==> src/jptc_pkg.sv <==
// jptc_pkg: widths, command codes and shared types for the joint torque controller
// no dependencies; used by the controller core and its multiply-accumulate unit
`timescale 1ns / 1ps

package jptc_pkg;

   // field and datapath widths
   localparam int DATA_W   = 32;
   localparam int ERR_W    = 33;
   localparam int PROD_W   = 66;
   localparam int ACC_W    = 52;
   localparam int DT_W     = 24;
   localparam int JOINT_W  = 3;
   localparam int ACTIVE_W = 4;
   localparam int FRAC_W   = 16;
   localparam int TIME_W   = 24;

   // command modes
   localparam logic [1:0] MODE_STEP  = 2'd0;
   localparam logic [1:0] MODE_GAIN  = 2'd1;
   localparam logic [1:0] MODE_CLEAR = 2'd2;

   // gain selects for a gain write
   localparam logic [2:0] SEL_KP   = 3'd0;
   localparam logic [2:0] SEL_KV   = 3'd1;
   localparam logic [2:0] SEL_KI   = 3'd2;
   localparam logic [2:0] SEL_ILIM = 3'd3;
   localparam logic [2:0] SEL_OLIM = 3'd4;

   // product scaling applied by the accumulator
   localparam logic [1:0] SH_NONE = 2'd0;
   localparam logic [1:0] SH_FRAC = 2'd1;
   localparam logic [1:0] SH_TIME = 2'd2;

   localparam logic [ACTIVE_W-1:0] ACTIVE_RESET = 4'd8;

   // 32-bit signed range in accumulator width
   localparam logic signed [ACC_W-1:0] SAT_HI = {{(ACC_W-31){1'b0}}, {31{1'b1}}};
   localparam logic signed [ACC_W-1:0] SAT_LO = {{(ACC_W-31){1'b1}}, {31{1'b0}}};

   // control word from the sequencer to the multiply-accumulate unit
   typedef struct packed {
      logic       mul_en;
      logic       acc_en;
      logic       acc_keep;
      logic [1:0] shift_sel;
   } mac_ctrl_type;

endpackage

==> src/jptc_mac.sv <==
// jptc_mac: shared signed 33x33 multiplier with a registered product and a
// 52-bit accumulator; depends on jptc_pkg
`timescale 1ns / 1ps

module jptc_mac (
   input  logic                                clock,
   input  jptc_pkg::mac_ctrl_type              ctrl,
   input  logic signed [jptc_pkg::ERR_W-1:0]   op_a,
   input  logic signed [jptc_pkg::ERR_W-1:0]   op_b,
   input  logic signed [jptc_pkg::ACC_W-1:0]   addend,
   output logic signed [jptc_pkg::ACC_W-1:0]   acc
);

   logic signed [jptc_pkg::PROD_W-1:0] prod_ff, prod_in;
   logic signed [jptc_pkg::PROD_W-1:0] prod_shr;
   logic signed [jptc_pkg::ACC_W-1:0]  acc_ff, acc_in;
   logic signed [jptc_pkg::ACC_W-1:0]  base;

   // one multiply per cycle, registered before use
   assign prod_in = op_a * op_b;

   // floor scaling of the stored product
   always_comb begin
      unique case (ctrl.shift_sel)
         jptc_pkg::SH_NONE: prod_shr = prod_ff;
         jptc_pkg::SH_FRAC: prod_shr = prod_ff >>> jptc_pkg::FRAC_W;
         jptc_pkg::SH_TIME: prod_shr = prod_ff >>> jptc_pkg::TIME_W;
         default:           prod_shr = prod_ff;
      endcase
   end

   // load or accumulate
   assign base   = ctrl.acc_keep ? acc_ff : addend;
   assign acc_in = base + prod_shr[jptc_pkg::ACC_W-1:0];

   always_ff @(posedge clock) begin
      if (ctrl.mul_en) begin
         prod_ff <= prod_in;
      end
      if (ctrl.acc_en) begin
         acc_ff <= acc_in;
      end
   end

   assign acc = acc_ff;

endmodule

==> config.mk <==
export PLATFORM = sky130hd
export DESIGN_NAME = jptc_mac
export DESIGN_NICKNAME = d
export VERILOG_FILES = /design/src/jptc_pkg.sv /design/src/jptc_mac.sv
export SDC_FILE = /design/constraint.sdc
export NUM_CORES = 2
export LEC_CHECK = 0
export ABC_AREA = 1
export BUFFER_PORTS_ARGS = -buffer_cell sky130_fd_sc_hd__buf_2
export CAP_MARGIN = 20
export CORE_MARGIN = 1
export CORE_UTILIZATION = 35
export CTS_CLUSTER_SIZE = 8
export DETAILED_ROUTE_END_ITERATION = 7
export GPL_ROUTABILITY_DRIVEN = 0
export GPL_TIMING_DRIVEN = 0
export PLACE_DENSITY = 0.57
export SYNTH_ARGS = -nofsm -noshare
export SYNTH_HDL_FRONTEND = slang
export SYNTH_SLANG_ARGS = --single-unit
==> constraint.sdc <==
create_clock -name clock -period 8.7 [get_ports clock]
set_input_delay 1.305 -clock clock [delete_from_list [all_inputs] [get_ports clock]]
set_output_delay 1.305 -clock clock [all_outputs]
set_load 0.1 [all_outputs]
Word-level counts from Yosys, hierarchy flattened
Cells that the tools add are included.
{ "op_classes": {"muxes": 2, "n_eq_ne": 2, "addsub": 1, "multipliers": 1} }
{ "ops": {"columns": ["operator", "count"], "rows": [
  ["52-bit one-hot mux with 2 select lines", 1],
  ["33-bit by 33-bit multiplier with 66-bit output", 1],
  ["52-bit adder", 1],
  ["52-bit 2-to-1 mux", 1],
  ["2-bit by 1-bit == test with 1-bit output (second input constant)", 1],
  ["2-bit == test (second input constant)", 1]
]} }
{ "totals": {"reg_bits": 118, "in_bits": 124, "word_cells": 8, "out_inout_bits": 52} }

Logic depth before layout (Yosys ltp)
{ "logic_depth": {"depth_word": 3, "ltp_mapped": 33, "ltp_nobuf": 31} }

Worst setup path before layout
Ideal clock, no wire load.
{ "synth_timing": {"kind": "input port to flip-flop", "from": "input port op_a[32] (netlist bit)", "to": "register prod_ff[51] (netlist bit), data pin", "path_buffers": 2, "t_required_ns": 8.447, "cell_stages": 26, "arrival_time_ns": 8.308, "setup_slack_ns": 0.139, "path_cell_list": "clkbuf_1 clkbuf_1 nand2_1 inv_1 fa_1 fa_1 fa_1 inv_1 fa_1 inv_1 fa_1 fa_1 fa_1 inv_1 fa_1 inv_1 ha_1 nand2_1 nor2_1 inv_1 nor2_2 nand2_1 nor3_1 nand2_1 nand4_1 nand2_1"} }
{ "synth_between": {"elab_chain_len": 1} }
{ "synth_lines": {"columns": ["element", "line", "rtl"], "rows": [
  ["start, declared", "jptc_mac.sv:8", "input logic signed [jptc_pkg::ERR_W-1:0] op_a,"],
  ["33-bit by 33-bit multiplier with 66-bit output", "jptc_mac.sv:20", "assign prod_in = op_a * op_b;"],
  ["named net prod_in (one bit)", "jptc_mac.sv:14", "logic signed [jptc_pkg::PROD_W-1:0] prod_ff, prod_in;"],
  ["end signal, assigned", "jptc_mac.sv:38", "prod_ff <= prod_in;"],
  ["end, declared", "jptc_mac.sv:14", null]
]} }
The timed path passes the listed nets, and every way through them passes these cells.
A chain may end at the register's enable or synchronous reset.

Worst setup path after layout
{ "layout_timing": {"from": "input port op_a[13] (netlist bit)", "to": "register prod_ff[41] (netlist bit), data pin"} }
Same word-level chain as after synthesis.

==> impl_metrics.env <==
export IMPL_initial_core_util=0.354
export IMPL_setup_violations=0
export IMPL_die_h_um=384
export IMPL_dpl_hpwl_um=171000
export IMPL_slew_headroom=0.245
export IMPL_cp_start_kind="input port"
export IMPL_synth_seq_area_share=0.0694
export IMPL_grt_usage=0.275
export IMPL_antenna_found_initial=19
export IMPL_num_io_pins=176
export IMPL_fin_skew_ns=0.00967
export IMPL_instances_no_fill=8737
export IMPL_fillers=15000
export IMPL_finalCritPeriodShare=0.984
export IMPL_worstSkewPairLatency_ns=0.45
export IMPL_overflow=0
export IMPL_synth_cell_area_um2=51100
export IMPL_grt_pass1_vias=45400
export IMPL_yosys_most_used_dff="edfxtp_1"
export IMPL_cp_depth=26
export IMPL_reg2regPathDepth=14
export IMPL_min_path_cells=2
export IMPL_syn_avg_cell_area_um2=7.67
export IMPL_crit_type="input port to flop"
export IMPL_final_cell_mix="inv_1 (2092), nand2_1 (1834), fa_1 (1140), ha_1 (263), nor2_1 (220)"
export IMPL_fin_nets=8356
export IMPL_cts_sinks=118
export IMPL_syn_num_nets=8205
export IMPL_worst_pin_slew_ns=1.13
export IMPL_syn_to_final_growth_pct=8.11
export IMPL_final_common_cell="inv_1"
export IMPL_cts_root_buf="clkbuf_16"
export IMPL_yosysWarnings=0
export IMPL_drv_cap=0
export IMPL_cts_made_buffers=17
export IMPL_synth_cell_types=46
export IMPL_routed_wl_um=200000
export IMPL_hold_path_class="flop to flop"
export IMPL_placed_cells=8682
export IMPL_clock_path_buffers=2
export IMPL_rows=139
export IMPL_drv_slew=0
export IMPL_port_buffers=109
export IMPL_synth_seq_cells=118
export IMPL_grt_pass1_wl_um=294000
export IMPL_synthCells=6665
export IMPL_die_w_um=384
export IMPL_path_delay_family="adder cells"
export IMPL_die_area_um2=148000
export IMPL_wire_per_inst_um=22.9
export IMPL_coreArea_um2=144000
export IMPL_max_freq_mhz=117
export IMPL_hold_viol_final=0
export IMPL_synth_edff_count=118
export IMPL_vias_per_cell=5.02
export IMPL_drtAntennaViolNets=0
export IMPL_clkTransAtPathRegs_ns=0.06
export IMPL_crit_path_frequent_cell="fa_1"
export IMPL_dr_pass1_iters=8
export IMPL_critPathArrivalTime_ns=8.73
export IMPL_cp_num_buf_inv=7
export IMPL_cp_slowest_cell="clkbuf_1"
export IMPL_cts_tree="done"
export IMPL_grt_max_degree=53
export IMPL_multi_input_area_um2=38600
export IMPL_status="finished, final reports clean"
export IMPL_postSynth_asyncResetShare=0
export IMPL_drt_initial_drc_count=4177
export IMPL_drive_gt1_frac=0.0675
export IMPL_seq_area_um2=3540
export IMPL_required_ns=8.87
export IMPL_drc_errors=0
export IMPL_max_stage_delay_ns=0.76
export IMPL_vias=43800
export IMPL_htreeDepth=4
export IMPL_hold_buffers=0
export IMPL_fin_crit_ns=8.56
export IMPL_end_kind="flop"
export IMPL_rsz0062_at_grt="false"
export IMPL_crit_path_max_fanout=10
-- kinds of logic (layout without fill, tap and decap cells) --
kind of cell             Yosys count  after routing  share of synthesized area
buffers and inverters           2391           2555                      0.176
AND/OR/NAND/NOR                 2296           2296                      0.179
adder cells (fa/ha/maj)         1416           1416                      0.515
AO/OA/AOI/OAI                    321            321                     0.0373
flip-flops                       118            118                     0.0694
XOR/XNOR                          72             72                     0.0123
multiplexers                      51             51                     0.0112
other                              0              5                          0
-- tightest hold or removal path: stages (launching register included) --
cell and delay (ns):
edfxtp_1 0.34, mux2_2 0.16, ha_1 0.13
-- state kept, by name (all words and copies together), names as in the netlist --
signal and cells:
prod_ff 66, acc 52
-- layer usage --
metal  wire (um)  vias to the layer above  GRT usage
met5         161                        -          0
met4       14600                       18      0.153
met3       23700                      674     0.0786
met2       87400                     2529      0.434
met1       74600                    21500      0.337
li1            -                    19100          -
-- path summary, 6_finish.rpt --
| kind | to | slack, ns | from |
|---|---|---|---|
| setup reg to reg | acc[46] | 5.50 | prod_ff[24] |
| hold / removal | acc[0] | 0.74 | acc[0] |
| setup / recovery | prod_ff[41] | 0.14 | op_a[13] |
| hold reg to reg | acc[0] | 0.74 | acc[0] |
-- final cells by class --
class	instances	area share
inverter	2100	0.143
timing repair buffer	132	0.0142
antenna	5	0.000227
sequential	118	0.0641
clock inverter	15	0.00392
multi-input combinational	4156	0.699
buffer	291	0.0247
tap	1903	0.0431
clock buffer	17	0.00770
-- timing repair --
action | 4_1_cts | 5_1_grt
resized for setup | 78 | 297
buffers inserted | 8 | 9
setup endpoints to repair | 42 | 39
pin swaps | 2 | 2
-- through the flow --
| stage | utilization | cell area (um2) | hold WS [ns] | worst slack (ns) | setup TNS [ns] |
|---|---|---|---|---|---|
| 2_1_floorplan | - | 51100 | 0.621 | 0.139 | 0 |
| 3_3_place_gp | 0.375 | 54000 | 0.697 | -2.75 | -66.20 |
| 3_5_place_dp | 0.375 | 54100 | 0.726 | -2.54 | -59.36 |
| 4_1_cts | 0.381 | 54900 | 0.743 | 0.00167 | 0 |
| 5_1_grt | 0.383 | 55200 | 0.757 | 0.00262 | 0 |
| 6_report | 0.383 | 55200 | 0.741 | 0.143 | 0 |
-- cell usage after synthesis (6+ instances only) --
master / instances / area (um2)
nand4_1: 40 / 250
or2_2: 9 / 56.3
o21ai_0: 113 / 566
and2_1: 6 / 37.5
nand2_2: 10 / 62.6
fa_1: 1146 / 22900
inv_1: 2095 / 7860
nor3_1: 20 / 100
nor2_1: 222 / 833
edfxtp_1: 118 / 3540
xnor2_1: 17 / 149
clkbuf_1: 279 / 1050
nand3_1: 115 / 576
mux2_2: 50 / 563
nand2_1: 1835 / 6890
ha_1: 270 / 3380
o21bai_1: 20 / 150
xor2_1: 55 / 482
nand3_2: 8 / 80.1
buf_2: 9 / 45.0
nor2_2: 12 / 75.1
a21oi_1: 134 / 671
a221o_1: 41 / 410
Power is not shown: default switching activity piles up to over one toggle a cycle in this logic, so the estimate is an artifact.
